**src/sv/assert_macros.svh**
```systemverilog
// Assertion macros for the paired station table.
`ifndef ASSERT_MACROS_SVH
`define ASSERT_MACROS_SVH
`ifndef SYNTHESIS
`define PST_ASSERT(lbl, clk, rst_n, prop, msg) \
    lbl: assert property (@(posedge clk) disable iff (!rst_n) prop) else $error(msg);
`define PST_ASSERT_ALWAYS(lbl, clk, prop, msg) \
    lbl: assert property (@(posedge clk) prop) else $error(msg);
`else
`define PST_ASSERT(lbl, clk, rst_n, prop, msg)
`define PST_ASSERT_ALWAYS(lbl, clk, prop, msg)
`endif
`endif

```
**src/sv/pst_pkg.sv**
```systemverilog
// Types and constants shared by the paired station table modules.
`default_nettype none
package pst_pkg;
    localparam int ADDR_W = 48;
    localparam int MASK_W = 8;
    localparam int SLOT_W = 3;
    localparam int STS_W  = 3;
    localparam int OP_W   = 2;

    localparam logic [OP_W-1:0] OP_ADD   = 2'd0;
    localparam logic [OP_W-1:0] OP_DEL   = 2'd1;
    localparam logic [OP_W-1:0] OP_CHECK = 2'd2;

    localparam logic [STS_W-1:0] STS_NONE     = 3'd0;
    localparam logic [STS_W-1:0] STS_STORED   = 3'd1;
    localparam logic [STS_W-1:0] STS_REPLACED = 3'd2;
    localparam logic [STS_W-1:0] STS_REMOVED  = 3'd3;
    localparam logic [STS_W-1:0] STS_FULL     = 3'd4;

    localparam logic CFG_STATION_MODE = 1'b0;
    localparam logic CFG_PAIRED_ONLY  = 1'b1;

    typedef enum logic [1:0] {
        S_IDLE,
        S_SCAN,
        S_DRAIN,
        S_DECIDE
    } t_state;

    typedef struct packed {
        logic load;
        logic scan;
        logic decide;
    } t_cmd;

    typedef struct packed {
        logic last;
    } t_stat;
endpackage
`default_nettype wire

```
**src/sv/paired_station_table_top.sv**
```systemverilog
// Top level of the paired station table: config registers, sequencer, datapath.
// One event is taken when start is high and busy is low. The table is scanned
// one slot per cycle through a single registered memory read port. After the
// last slot the sequencer passes through drain and decide back to idle. The
// result shows for exactly one cycle with o_done high, in the cycle where busy
// has dropped again; the receiver cannot stall it, so it must capture the
// result in that cycle. Configuration writes take effect at once and belong
// only where the block is idle.
`default_nettype none
`include "assert_macros.svh"
module paired_station_table_top import pst_pkg::*; #(
    parameter int NUM_STATIONS = 8
) (
    input  wire logic              i_clk,
    input  wire logic              i_rst_n,
    input  wire logic              start,
    output logic                   busy,
    input  wire logic [OP_W-1:0]   i_op,
    input  wire logic [ADDR_W-1:0] i_mac,
    input  wire logic [MASK_W-1:0] i_connected_mask,
    input  wire logic              i_cfg_we,
    input  wire logic              i_cfg_idx,
    input  wire logic              i_cfg_data,
    output logic                   o_done,
    output logic                   o_reject,
    output logic [STS_W-1:0]       o_status,
    output logic [SLOT_W-1:0]      o_slot
);
    logic  r_station_mode;
    logic  r_paired_only;
    t_cmd  w_cmd;
    t_stat w_stat;
    logic  w_busy;

    always_ff @(posedge i_clk) begin
        if (!i_rst_n) begin
            r_station_mode <= 1'b0;
            r_paired_only  <= 1'b0;
        end else if (i_cfg_we) begin
            unique case (i_cfg_idx)
                CFG_STATION_MODE: r_station_mode <= i_cfg_data;
                CFG_PAIRED_ONLY:  r_paired_only  <= i_cfg_data;
                default:          r_paired_only  <= r_paired_only;
            endcase
        end
    end

    pst_ctrl u_ctrl (
        .i_clk   (i_clk),
        .i_rst_n (i_rst_n),
        .i_start (start),
        .i_stat  (w_stat),
        .o_cmd   (w_cmd),
        .o_busy  (w_busy)
    );

    pst_dp #(
        .NUM_STATIONS (NUM_STATIONS)
    ) u_dp (
        .i_clk          (i_clk),
        .i_rst_n        (i_rst_n),
        .i_cmd          (w_cmd),
        .o_stat         (w_stat),
        .i_op           (i_op),
        .i_mac          (i_mac),
        .i_mask         (i_connected_mask),
        .i_station_mode (r_station_mode),
        .i_paired_only  (r_paired_only),
        .o_done         (o_done),
        .o_reject       (o_reject),
        .o_status       (o_status),
        .o_slot         (o_slot)
    );

    assign busy = w_busy;

    `PST_ASSERT(a_done_when_idle, i_clk, i_rst_n, o_done |-> !busy, "result while busy")
    `PST_ASSERT(a_accept_busy, i_clk, i_rst_n, (start && !busy) |=> busy, "transfer not taken")
    `PST_ASSERT(a_reject_quiet, i_clk, i_rst_n, (o_done && o_reject) |-> (o_status == STS_NONE && o_slot == '0), "reject with table change")
    `PST_ASSERT(a_noop_slot, i_clk, i_rst_n, (o_done && (o_status == STS_NONE || o_status == STS_FULL)) |-> (o_slot == '0), "slot set without change")
endmodule
`default_nettype wire

```
**src/sv/pst_ctrl.sv**
```systemverilog
// Sequencer for the paired station table: load, scan, drain, decide.
`default_nettype none
module pst_ctrl import pst_pkg::*; (
    input  wire logic  i_clk,
    input  wire logic  i_rst_n,
    input  wire logic  i_start,
    input  wire t_stat i_stat,
    output t_cmd       o_cmd,
    output logic       o_busy
);
    t_state r_state;
    t_state n_state;

    always_ff @(posedge i_clk) begin
        if (!i_rst_n) begin
            r_state <= S_IDLE;
        end else begin
            r_state <= n_state;
        end
    end

    always_comb begin
        n_state = r_state;
        unique case (r_state)
            S_IDLE: begin
                if (i_start) n_state = S_SCAN;
            end
            S_SCAN: begin
                if (i_stat.last) n_state = S_DRAIN;
            end
            S_DRAIN:  n_state = S_DECIDE;
            S_DECIDE: n_state = S_IDLE;
            default:  n_state = S_IDLE;
        endcase
    end

    always_comb begin
        o_cmd  = '0;
        o_busy = 1'b1;
        unique case (r_state)
            S_IDLE: begin
                o_busy     = 1'b0;
                o_cmd.load = i_start;
            end
            S_SCAN:   o_cmd.scan = 1'b1;
            S_DRAIN:  o_cmd = '0;
            S_DECIDE: o_cmd.decide = 1'b1;
            default:  o_cmd = '0;
        endcase
    end
endmodule
`default_nettype wire

```
**src/sv/pst_dp.sv**
```systemverilog
// Datapath: station table memory, slot scan, first-hit tracking and update.
`default_nettype none
module pst_dp import pst_pkg::*; #(
    parameter int NUM_STATIONS = 8
) (
    input  wire logic              i_clk,
    input  wire logic              i_rst_n,
    input  wire t_cmd              i_cmd,
    output t_stat                  o_stat,
    input  wire logic [OP_W-1:0]   i_op,
    input  wire logic [ADDR_W-1:0] i_mac,
    input  wire logic [MASK_W-1:0] i_mask,
    input  wire logic              i_station_mode,
    input  wire logic              i_paired_only,
    output logic                   o_done,
    output logic                   o_reject,
    output logic [STS_W-1:0]       o_status,
    output logic [SLOT_W-1:0]      o_slot
);
    localparam int IDX_W = (NUM_STATIONS > 1) ? $clog2(NUM_STATIONS) : 1;
    localparam logic [IDX_W-1:0] LAST_IDX = IDX_W'(NUM_STATIONS - 1);

    logic [ADDR_W-1:0] mem [NUM_STATIONS];
    logic [NUM_STATIONS-1:0] r_vld;

    logic [OP_W-1:0]   r_op;
    logic [ADDR_W-1:0] r_mac;
    logic [MASK_W-1:0] r_mask;
    logic [IDX_W-1:0]  r_idx;
    logic              r_pipe_vld;
    logic [IDX_W-1:0]  r_pipe_idx;
    logic [ADDR_W-1:0] r_rd_data;
    logic              r_rd_live;
    logic              r_hit, r_emp, r_dis;
    logic [IDX_W-1:0]  r_hit_idx, r_emp_idx, r_dis_idx;
    logic [ADDR_W-1:0] r_e0;
    logic              r_done;
    logic              r_reject;
    logic [STS_W-1:0]  r_status;
    logic [SLOT_W-1:0] r_slot;

    logic [ADDR_W-1:0] w_entry;
    logic [2:0]        w_lo;
    logic              w_match, w_empty, w_disc;
    logic              w_we;
    logic [IDX_W-1:0]  w_widx;
    logic [ADDR_W-1:0] w_wdata;
    logic              w_reject;
    logic [STS_W-1:0]  w_status;

    assign o_stat.last = (r_idx == LAST_IDX);

    // never-written slots read as empty
    assign w_entry = r_rd_live ? r_rd_data : '0;
    assign w_lo    = 3'(r_pipe_idx);
    assign w_match = (w_entry == r_mac);
    assign w_empty = (w_entry == '0);
    // slots past the mask width count as connected
    assign w_disc  = (32'(r_pipe_idx) < 32'd8) && !r_mask[w_lo];

    always_ff @(posedge i_clk) begin
        if (i_cmd.scan) begin
            r_rd_data <= mem[r_idx];
        end
        if (w_we) begin
            mem[w_widx] <= w_wdata;
        end
    end

    always_ff @(posedge i_clk) begin
        if (i_cmd.load) begin
            r_op   <= i_op;
            r_mac  <= i_mac;
            r_mask <= i_mask;
        end
        if (r_pipe_vld && r_pipe_idx == '0) begin
            r_e0 <= w_entry;
        end
        if (r_pipe_vld && w_match && !r_hit) r_hit_idx <= r_pipe_idx;
        if (r_pipe_vld && w_empty && !r_emp) r_emp_idx <= r_pipe_idx;
        if (r_pipe_vld && w_disc && !r_dis)  r_dis_idx <= r_pipe_idx;
        if (i_cmd.scan) begin
            r_pipe_idx <= r_idx;
        end
        if (i_cmd.decide) begin
            r_reject <= w_reject;
            r_status <= w_status;
            r_slot   <= w_we ? SLOT_W'(w_widx) : '0;
        end
    end

    always_ff @(posedge i_clk) begin
        if (!i_rst_n) begin
            r_vld      <= '0;
            r_idx      <= '0;
            r_pipe_vld <= 1'b0;
            r_rd_live  <= 1'b0;
            r_hit      <= 1'b0;
            r_emp      <= 1'b0;
            r_dis      <= 1'b0;
            r_done     <= 1'b0;
        end else begin
            r_pipe_vld <= i_cmd.scan;
            r_done     <= i_cmd.decide;
            if (i_cmd.scan) begin
                r_rd_live <= r_vld[r_idx];
                r_idx     <= r_idx + 1'b1;
            end
            if (i_cmd.load) begin
                r_idx <= '0;
                r_hit <= 1'b0;
                r_emp <= 1'b0;
                r_dis <= 1'b0;
            end else if (r_pipe_vld) begin
                if (w_match) r_hit <= 1'b1;
                if (w_empty) r_emp <= 1'b1;
                if (w_disc)  r_dis <= 1'b1;
            end
            if (w_we) begin
                r_vld[w_widx] <= 1'b1;
            end
        end
    end

    always_comb begin
        w_we     = 1'b0;
        w_widx   = '0;
        w_wdata  = r_mac;
        w_reject = 1'b0;
        w_status = STS_NONE;
        unique case (r_op)
            OP_CHECK: begin
                w_reject = i_paired_only && !r_hit;
            end
            OP_ADD: begin
                if (i_station_mode) begin
                    if (r_e0 != r_mac) begin
                        w_we = 1'b1;
                        priority if (r_mac == '0) w_status = STS_REMOVED;
                        else if (r_e0 == '0)      w_status = STS_STORED;
                        else                      w_status = STS_REPLACED;
                    end
                end else if (!r_hit) begin
                    priority if (r_emp) begin
                        w_we     = 1'b1;
                        w_widx   = r_emp_idx;
                        w_status = STS_STORED;
                    end else if (r_dis) begin
                        w_we     = 1'b1;
                        w_widx   = r_dis_idx;
                        w_status = STS_REPLACED;
                    end else begin
                        w_status = STS_FULL;
                    end
                end
            end
            OP_DEL: begin
                w_wdata = '0;
                if (i_station_mode) begin
                    if (r_mac != '0 && r_e0 == r_mac) begin
                        w_we     = 1'b1;
                        w_status = STS_REMOVED;
                    end
                end else if (r_mac != '0 && r_hit) begin
                    w_we     = 1'b1;
                    w_widx   = r_hit_idx;
                    w_status = STS_REMOVED;
                end
            end
            default: begin
                w_we = 1'b0;
            end
        endcase
        w_we = w_we && i_cmd.decide;
    end

    assign o_done   = r_done;
    assign o_reject = r_reject;
    assign o_status = r_status;
    assign o_slot   = r_slot;
endmodule
`default_nettype wire
```
**config.mk**
```make
export PLATFORM = sky130hd
export DESIGN_NAME = paired_station_table_top
export DESIGN_NICKNAME = d
export VERILOG_FILES = /design/src/sv/pst_pkg.sv /design/src/sv/paired_station_table_top.sv /design/src/sv/pst_ctrl.sv /design/src/sv/pst_dp.sv
export VERILOG_INCLUDE_DIRS = /design/src /design/src/sv
export SDC_FILE = /design/constraint.sdc
export NUM_CORES = 1
export LEC_CHECK = 0
export BUFFER_PORTS_ARGS = -buffer_cell sky130_fd_sc_hd__buf_2
export CORE_MARGIN = 1
export CORE_UTILIZATION = 42
export CTS_BUF_LIST = sky130_fd_sc_hd__clkbuf_2
export CTS_CLUSTER_SIZE = 30
export DETAILED_ROUTE_END_ITERATION = 10
export PLACE_DENSITY = 0.7
export SETUP_SLACK_MARGIN = 0.15
export SLEW_MARGIN = 20
export SYNTH_ARGS = -nofsm -noshare
export SYNTH_HDL_FRONTEND = slang
export SYNTH_HIERARCHICAL = 1
export SYNTH_SLANG_ARGS = --single-unit
```
**constraint.sdc**
```tcl
create_clock -name i_clk -period 6.4 [get_ports i_clk]
set_clock_uncertainty 0.05 [all_clocks]
set_input_delay 0.64 -clock i_clk [delete_from_list [all_inputs] [get_ports i_clk]]
set_output_delay 0.64 -clock i_clk [all_outputs]
set_load 0.02 [all_outputs]
```
==> results of run 1 <==
[state kept, by name (all words and copies together), names as in the netlist, 8 cells and up]
| register | flops |
|---|---|
| u_dp/mem | 384 |
| u_dp/r_e0 | 48 |
| u_dp/r_mac | 48 |
| u_dp/r_mask | 8 |
| u_dp/r_rd_data | 48 |
| u_dp/r_vld | 8 |
[worst register-to-register path, cell delays in order, from the launching register on]
cell,delay [ns]
edfxtp_1,0.45
inv_1,0.10
nor2_2,0.85
nand2_1,0.28
o32a_2,0.46
a211o_1,0.36
nor2_4,0.78
buf_4,0.51
[per-layer routing]
| layer | track usage [%] | share of wire (%) | vias to the layer above |
|---|---|---|---|
| li1 | - | - | 5651 |
| met1 | 28.0 | 44 | 6570 |
| met2 | 32.5 | 48 | 459 |
| met3 | 4.80 | 5.3 | 81 |
| met4 | 8.68 | 2.6 | 2 |
| met5 | 0 | 0.016 | - |
[kinds of logic (layout without fill, tap and decap cells)]
group	count (synthesis)	in the layout	share of synthesized area, %
compound gates	86	86	2.82
other cells	0	5	0
fa+ha+maj	7	7	0.378
flops	578	578	74.1
xor+xnor	57	57	2.16
mux	156	156	12.4
buf+inv	76	480	1.25
simple gates	275	275	6.89
[layout make-up]
| class | count | area [sq um] |
|---|---|---|
| Antenna cell | 5 | 12.5 |
| Clock buffer | 193 | 966 |
| Clock inverter | 41 | 210 |
| Fill cell | 4464 | 27300 |
| Inverter | 31 | 116 |
| Multi-Input combinational cell | 581 | 5760 |
| Sequential cell | 578 | 17200 |
| Tap cell | 696 | 871 |
| Timing Repair Buffer | 215 | 1750 |
[path summary, 6_finish.rpt]
| path | start | to | slack [ns] |
|---|---|---|---|
| setup / recovery | u_dp/r_op[0] | u_dp/mem[4][43] | 2.20 |
| setup reg to reg | u_dp/r_op[0] | u_dp/mem[4][43] | 2.20 |
| hold / removal | i_cfg_we | r_station_mode | 0.20 |
| hold reg to reg | u_dp/r_vld[3] | u_dp/r_vld[3] | 0.42 |
[cells in the mapped netlist, types with 4 or more instances]
cell type    n  area share (%)
nand2_1     29            0.47
and3_1       4            0.11
nor2_1      45            0.73
edfxtp_1   557              72
mux2i_1      8            0.35
buf_1        9            0.15
and2_1      80             2.2
nor2b_1      6            0.16
o21ai_0     12            0.26
mux4_2     100             9.7
mux2_2      48             2.3
or2_2        4            0.11
o22ai_1     10            0.27
nor3_1       8            0.17
clkbuf_1    33            0.54
dfxtp_1     21             1.8
nand2b_1    11            0.30
a221o_1      4            0.17
a22oi_1      7            0.23
nand4_1     19            0.51
ha_1         7            0.38
inv_1       30            0.49
nand3b_1     4            0.13
nor4_1      39             1.1
o21a_1      10            0.32
a21oi_1     13            0.28
xor2_1       9            0.34
xnor2_1     48             1.8
nand3_1      9            0.19
[power by group]
group,internal (mW),total [mW],switching (mW)
clock,0.857,2.30,1.45
sequential,4.64,4.97,0.332
combinational,0.641,1.52,0.882
total,6.14,8.80,2.66
[metrics by stage]
step	setup WS (ns)	hold slack (ns)
global route	2.02	0.123
CTS	2.17	0.0290
floorplan	0.216	0.382
detailed placement	2.19	0.404
finish	2.20	0.202
global placement	2.36	0.392
==> run_results.csv, run 1 <==
group,metric,value,unit
global_routing,grt_pass1_vias,13200,
run_status,status,"completed",
floorplanning,die_area,56000,sq um
route,wl_per_cell,24.1,um
sta,fin_crit,4.20,ns
place,gp_congestion,0.970,
clock_network,cts_buffers,143,
finish,syn_to_final_growth,16.0,%
clock_network,cts_root_buf,"clkbuf_2",
critical_path,path_cells,"inv_1 -> nor2_2 -> nand2_1 -> o32a_2 -> a211o_1 -> nor2_4 -> buf_4",
clock_network,clk_pin_slew,0.10,ns
global_routing,grt_max_degree,60,
yosys,avgSynthCellArea,18.7,sq um
critical_path,worstSetupEndpointType,"flip-flop",
clock_network,cts_tree,"built",
sta,slew_headroom,27.4,%
clock_network,cts-htree-levels,4,
finish,final_common_cell,"edfxtp_1",
floorplanning,die_x,237,um
place,hpwl,36700,um
pwr,p_leak,8.85,nW
finish,layoutNonFillerInstCount,2340,
critical_path,max_stage_delay,0.85,ns
floorplanning,die_h,237,um
global_routing,grt_pass1_wl,83600,um
sta,drv_slew,0,
global_routing,grt_overflow_total,0,
critical_path,startpoint_type,"flip-flop",
floorplanning,rows,85,
yosys,ys_async_sr_fraction,0,%
sta,setup_violations,0,
clock_network,clkLatencyLatePin,1.32,ns
clock_network,cts_hold_buf,125,
pwr,p_total,8.80,mW
yosys,synth-edff-count,557,
yosys,ys.flop_type,"edfxtp_1",
finish,layout_common_cells,"557 x edfxtp_1, 193 x clkbuf_2, 125 x dlygate4sd3_1",
yosys,ys_ff_latch,578,
route,first_pass_iters,5,
sta,worst_pin_slew,1.09,ns
critical_path,crit_required,7.28,ns
place,place_area,24400,sq um
worst_hold_path,hold_class,"input port to flip-flop",
sta,finalHoldViolCount,0,
route,drt_wl_total,56500,um
route,antenna_left,0,
clock_network,clkSinkCount,578,
global_routing,track_usage,20.8,%
global_routing,antenna_found_initial,3,
floorplanning,floorplan.initialDensity,42.8,%
route,dr_total_vias,12800,
sta,fmax,238,MHz
worst_hold_path,min_delay_path_depth,4,
place,io_buffers,72,
route,drtIter0Drc,1135,
finish,fin_area,26800,sq um
critical_path,cp_num_buf_inv,2,
sta,period_share,65.6,%
yosys,ys_warn_count,6,
clock_network,clock_path_buffers,3,
critical_path,cp.depth,7,
critical_path,reg2reg_depth,7,
finish,finish.utilization,49.6,%
yosys,synthCells,1235,
floorplanning,ioPinCount,73,
critical_path,path_class,"flip-flop to flip-flop",
critical_path,critPathMaxFanout,25,
route,viasPerCell,5.45,
clock_network,post-cts-setup-buffers,0,
run,cap_violations,0,
finish,drive_gt1_share,29.5,%
finish,fin_nets,1621,
place,dp_cells,1976,
critical_path,worstPathArrival,5.08,ns
sta,tns,0,ns
clock_network,cts_resized,0,
floorplanning,core-area,54100,sq um
yosys,syn-num-nets,1306,
critical_path,cp_top_family,"simple AND/OR/NAND/NOR gates",
critical_path,slowest_stage,"nor2_2",
pwr,p_per_area,328,nW/um^2
yosys,synth-seq-area-share,74.1,%
yosys,syn-cell-area,23100,sq um
route,drcViolationCount,0,
sta,rsz0062_at_grt,"false",
pwr,ir_drop,0.195,mV
yosys,ys_types,63,
Note: power is estimated with default switching activity, not from simulation.
==> inputs of run 2 (changes only) <==
clock period = 3.4 ns   (was 6.4 ns; I/O delays follow)
==> run 2 against run 1 <==
Compared with the run above:
- first-iteration DRC count grew 15%
- highest routed layer is now met4
- critical endpoint is now u_dp/mem[0][31]
- largest power group unchanged
- sequential power grew 88%
- combinational power grew 100%
- utilization grew 1.4 points
- maximum frequency grew 32%
==> run_results.csv, run 2 (same netlist as run 1, synthesis figures left out) <==
group,metric,value,unit
run_status,status,"completed",
global_routing,grt_max_degree,50,
global_routing,top_usage_layer,"met2",
global_routing,grt_overflow_total,0,
route,dr_total_vias,13100,
place,hpwl,37000,um
critical_path,worstSetupEndpointType,"flip-flop",
sta,tns,0,ns
critical_path,slowest_stage,"edfxtp_1",
clock_network,cts_root_buf,"clkbuf_2",
run,cap_violations,0,
pwr,ir_drop,0.294,mV
global_routing,track_usage,20.9,%
sta,whs,0.189,ns
critical_path,critPathMaxFanout,26,
global_routing,grt_pass1_vias,13400,
sta,setup_violations,0,
clock_network,cts_buffers,143,
route,viasPerCell,5.50,
pwr,p_per_area,618,nW/um^2
clock_network,cts_tree,"built",
finish,finish.utilization,51.0,%
clock_network,clkSinkCount,578,
floorplanning,rows,85,
route,drcViolationCount,0,
route,antenna_left,0,
finish,fin_nets,1664,
global_routing,grt_pass1_wl,84300,um
global_routing,met3_usage,5.27,%
critical_path,reg2reg_depth,8,
critical_path,startpoint_type,"flip-flop",
sta,drv_slew,0,
place,dp_cells,2004,
route,wl_per_cell,23.9,um
finish,syn_to_final_growth,19.2,%
sta,fmax,314,MHz
sta,worst_pin_slew,0.883,ns
finish,regMostFlops,"u_dp/mem",
route,drtIter0Drc,1304,
finish,final_common_cell,"edfxtp_1",
route,drt_wl_total,57100,um
worst_hold_path,min_delay_path_depth,3,
worst_hold_path,hold_class,"input port to flip-flop",
global_routing,grt_use_met1,27.7,%
floorplanning,die_h,237,um
clock_network,clkLatencyLatePin,1.32,ns
worst_hold_path,hold_start,"start",
sta,rsz0062_at_grt,"true",
clock_network,clk_pin_slew,0.11,ns
finish,layoutNonFillerInstCount,2387,
finish,largest_reg_flops,384,
sta,fin_crit,3.18,ns
critical_path,crit_required,4.25,ns
global_routing,grtUsageMet2,33.2,%
global_routing,antenna_found_initial,2,
floorplanning,floorplan.initialDensity,42.8,%
critical_path,path_class,"flip-flop to flip-flop",
place,io_buffers,72,
critical_path,path_cells,"xnor2_1 -> nand4_1 -> nor4_2 -> nand4_1 -> a211o_1 -> a2111oi_4 -> buf_4 -> buf_12",
sta,period_share,93.5,%
clock_network,clock_path_buffers,3,
critical_path,ff2ff_setup_slack,0.22,ns
finish,layout_common_cells,"557 x edfxtp_1, 206 x clkbuf_2, 131 x dlygate4sd3_1",
critical_path,rr_startpoint,"u_dp/r_mac[7]",
floorplanning,ioPinCount,73,
floorplanning,die_x,237,um
floorplanning,core-area,54100,sq um
critical_path,worstPathArrival,4.03,ns
critical_path,regToRegEndpoint,"u_dp/mem[0][31]",
floorplanning,die_area,56000,sq um
critical_path,max_stage_delay,0.48,ns
route,first_pass_iters,8,
critical_path,cpMostUsedCell,"nand4_1",
clock_network,cts-htree-levels,4,
worst_hold_path,hold_end,"u_dp/r_mac[32]",
pwr,p_leak,9.22,nW
place,gp_congestion,0.976,
finish,drive_gt1_share,31.8,%
sta,slew_headroom,41.2,%
sta,finalHoldViolCount,0,
[run 2: cell types whose count changed in the layout (fill, tap and decap cells not counted), sizes merged]
cell | before | now
dlygate4sd3 | 125 | 131
buf | 90 | 127
clkinv | 32 | 22
bufinv | 1 | 4
diode | 5 | 3
clkbuf | 193 | 206
[run 2: how the worst max path moves through the flow]
stage,depth (start not counted),slack [ns],start,to
floorplan,6,-0.48,u_dp/r_mac[1],u_dp/mem[0][0]
detailed placement,7,0.06,u_dp/r_rd_live,u_dp/r_emp_idx[2]
CTS,7,0.17,u_dp/r_mac[5],u_dp/mem[0][31]
global route,8,0.13,u_dp/r_mac[7],u_dp/mem[0][31]
global placement,7,0.11,u_dp/r_rd_live,u_dp/r_emp_idx[0]
finish,8,0.22,u_dp/r_mac[7],u_dp/mem[0][31]
[run 2: worst max-delay path, delay by kind of cell (launching register included)]
kind            cells  cell delay [ns]
compound gates      2             0.77
flops               1             0.48
xor+xnor            1             0.36
simple gates        3             0.72
buf+inv             2             0.38
[run 2: where the power goes]
| group | total [mW] | switching [mW] | internal (mW) | leakage [nW] |
|---|---|---|---|---|
| combinational | 3.07 | 1.74 | 1.34 | 3.00 |
| clock | 4.62 | 2.69 | 1.92 | 0.970 |
| sequential | 9.36 | 0.634 | 8.73 | 5.25 |
[run 2: routing by layer]
layer / vias up / share of wire (%)
li1: 5751 / -
met1: 6713 / 42
met2: 572 / 49
met3: 87 / 7.3
met4: 0 / 2.3
met5: - / 0
[run 2: cell type report]
| type | count | area [sq um] |
|---|---|---|
| well taps | 696 | 871 |
| multi-input cells | 581 | 5810 |
| repair buffers | 258 | 2330 |
| fillers | 4407 | 26500 |
| clock inverters | 34 | 263 |
| clock buffers | 206 | 1030 |
| inverters | 31 | 116 |
| flip-flops and latches | 578 | 17200 |
| diodes | 3 | 7.51 |
[run 2: timing repair]
action | 4_1_cts | 5_1_grt
endpoints found under the hold margin | 137 | 0
pin swaps | 1 | 2
hold buffers | 131 | 0
setup buffers | 4 | 5
endpoints found under the setup margin | 36 | 108
resized for setup | 1 | 5
[run 2: through the flow]
stage	instance area (sq um)	setup slack [ns]	power [mW]
final	27600	0.220	17.1
after global routing	27600	0.128	17.8
after detailed placement	24900	0.0582	12.4
after global placement	24900	0.106	12.4
after CTS	27500	0.167	17.2
after floorplan	23200	-0.483	11.2
==> inputs of run 3 (changes only) <==
PLACE_DENSITY = 0.57   (was 0.7)
==> run 3 against run 2 <==
Compared with the run above:
- first-iteration DRC count is 16% lower
- cell count rose by 2.0%
- count of clock-buffer cells in the layout up 8
- non-clock buffer count up 23
- flip-flop and latch count did not move
- design area up 1.2%
- utilization grew 0.59 points
- worst hold slack better by 0.023 ns
==> run_results.csv, run 3 (same netlist as run 1, synthesis figures left out) <==
group,metric,value,unit
run_status,status,"completed",
clock_network,clkLatencyLatePin,1.32,ns
clock_network,cts_root_buf,"clkbuf_2",
floorplanning,die_x,237,um
finish,layout_common_cells,"557 x edfxtp_1, 214 x clkbuf_2, 129 x dlygate4sd3_1",
floorplanning,rows,85,
finish,final_common_cell,"edfxtp_1",
critical_path,crit_start,"u_dp/r_mac[1]",
global_routing,track_usage,22.4,%
clock_network,clk_pin_slew,0.10,ns
critical_path,path_class,"flip-flop to flip-flop",
clock_network,clock_path_buffers,3,
critical_path,worstSetupEndpointType,"flip-flop",
critical_path,crit_required,4.33,ns
global_routing,antenna_found_initial,2,
place,post-place-ws,0.127,ns
pwr,p_per_area,622,nW/um^2
clock_network,clkSinkCount,578,
finish,regMostFlops,"u_dp/mem",
pwr,p_leak,9.42,nW
place,io_buffers,72,
route,wl_per_cell,25.5,um
sta,setup_violations,0,
finish,fillers,4484,
worst_hold_path,hold_class,"input port to flip-flop",
finish,largest_reg_flops,384,
route,drcViolationCount,0,
critical_path,rr_startpoint,"u_dp/r_mac[1]",
floorplanning,floorplan.initialDensity,42.8,%
sta,finalHoldViolCount,0,
worst_hold_path,hold_start,"i_mac[46]",
clock_network,cts-htree-levels,4,
sta,fmax,311,MHz
finish,fin_nets,1694,
critical_path,max_stage_delay,0.47,ns
route,first_pass_iters,5,
critical_path,critPathMaxFanout,13,
sta,slew_headroom,38.9,%
sta,worst_pin_slew,0.916,ns
route,dr_total_vias,13200,
pwr,ir_drop,0.299,mV
sta,whs,0.211,ns
finish,finish.utilization,51.6,%
floorplanning,die_h,237,um
sta,period_share,94.7,%
floorplanning,core-area,54100,sq um
critical_path,worstPathArrival,4.15,ns
global_routing,grt_pass1_wl,89400,um
place,gp_congestion,0.947,
route,drtIter0Drc,1099,
sta,fin_crit,3.22,ns
global_routing,grt_pass1_vias,13700,
critical_path,slowest_stage,"edfxtp_1",
clock_network,cts_buffers,150,
floorplanning,die_area,56000,sq um
global_routing,grt_max_degree,102,
finish,drive_gt1_share,33.3,%
critical_path,startpoint_type,"flip-flop",
place,hpwl,37900,um
sta,fin_ws,0.181,ns
clock_network,cts_tree,"built",
finish,syn_to_final_growth,20.6,%
floorplanning,ioPinCount,73,
sta,rsz0062_at_grt,"false",
critical_path,path_cells,"buf_4 -> nor4_4 -> nand4_1 -> nor4_4 -> buf_4 -> nor2_1 -> a211o_1 -> nor2_4 -> buf_12 -> clkbuf_16",
global_routing,grt_overflow_total,0,
sta,drv_slew,0,
route,viasPerCell,5.43,
route,antenna_left,0,
run,cap_violations,0,
route,drt_wl_total,62000,um
[run 3: cell count changes in the layout (fill, tap and decap cells not counted), moves of 3 or more]
cell	previous run	this run
clkbuf_2	206	214
clkinv_1	20	33
clkinv_2	0	3
clkbuf_16	0	3
buf_4	35	59
[run 3: worst paths after layout]
check | endpoint | slack (ns) | cells past startpoint
setup / recovery | u_dp/mem[4][34] | 0.18 | 10
setup reg to reg | u_dp/mem[4][34] | 0.18 | 10
hold reg to reg | u_dp/r_vld[2] | 0.42 | 1
hold / removal | u_dp/r_mac[46] | 0.21 | 3
[run 3: critical path: cells and delay by family (launching register included)]
family | cells | cell delay (ns)
DFF | 1 | 0.47
AOI/OAI and AO/OA | 1 | 0.38
and+or+nand+nor | 5 | 1.29
buffers and inverters | 4 | 0.73
[run 3: cell type report]
class                      instances  area [sq um]  share of cell area, %
clock buffer                     214          1070                   3.84
tap                              696           871                   3.12
inverter                          31           116                  0.417
clock inverter                    51           314                   1.13
timing repair buffer             281          2530                   9.06
antenna                            3          7.51                 0.0269
multi-input combinational        581          5840                   20.9
sequential                       578         17200                   61.5
[run 3: what timing repair did]
| item | in CTS | in global routing |
|---|---|---|
| endpoints found under the hold margin | 137 | 0 |
| pin swaps | 1 | 9 |
| gates cloned | 0 | 3 |
| endpoints found under the setup margin | 131 | 14 |
| setup buffers | 0 | 34 |
| gates resized for setup | 5 | 7 |
| hold buffers | 129 | 0 |
[run 3: stage by stage]
step | TNS (ns) | instance area [sq um] | power (mW) | std cells
2_1_floorplan | -31.29 | 23200 | 11.2 | 1235
3_3_place_gp | 0 | 24800 | 12.4 | 2001
3_5_place_dp | 0 | 24800 | 12.5 | 2001
4_1_cts | 0 | 27500 | 17.5 | 2395
5_1_grt | 0 | 27900 | 18.2 | 2435
6_report | 0 | 27900 | 17.4 | 2435
[run 3: where the power goes]
part	switching, mW	internal (mW)
Sequential	0.555	8.73
Combinational	1.89	1.36
Clock	2.90	1.94
Total	5.34	12.0
[run 3: routing by layer]
layer / wire (um) / vias to the layer above / GRT usage [%]
li1: - / 5817 / -
met1: 26500 / 6860 / 30.0
met2: 30500 / 447 / 35.8
met3: 3600 / 99 / 4.78
met4: 1410 / 0 / 8.82
met5: 0 / - / 0
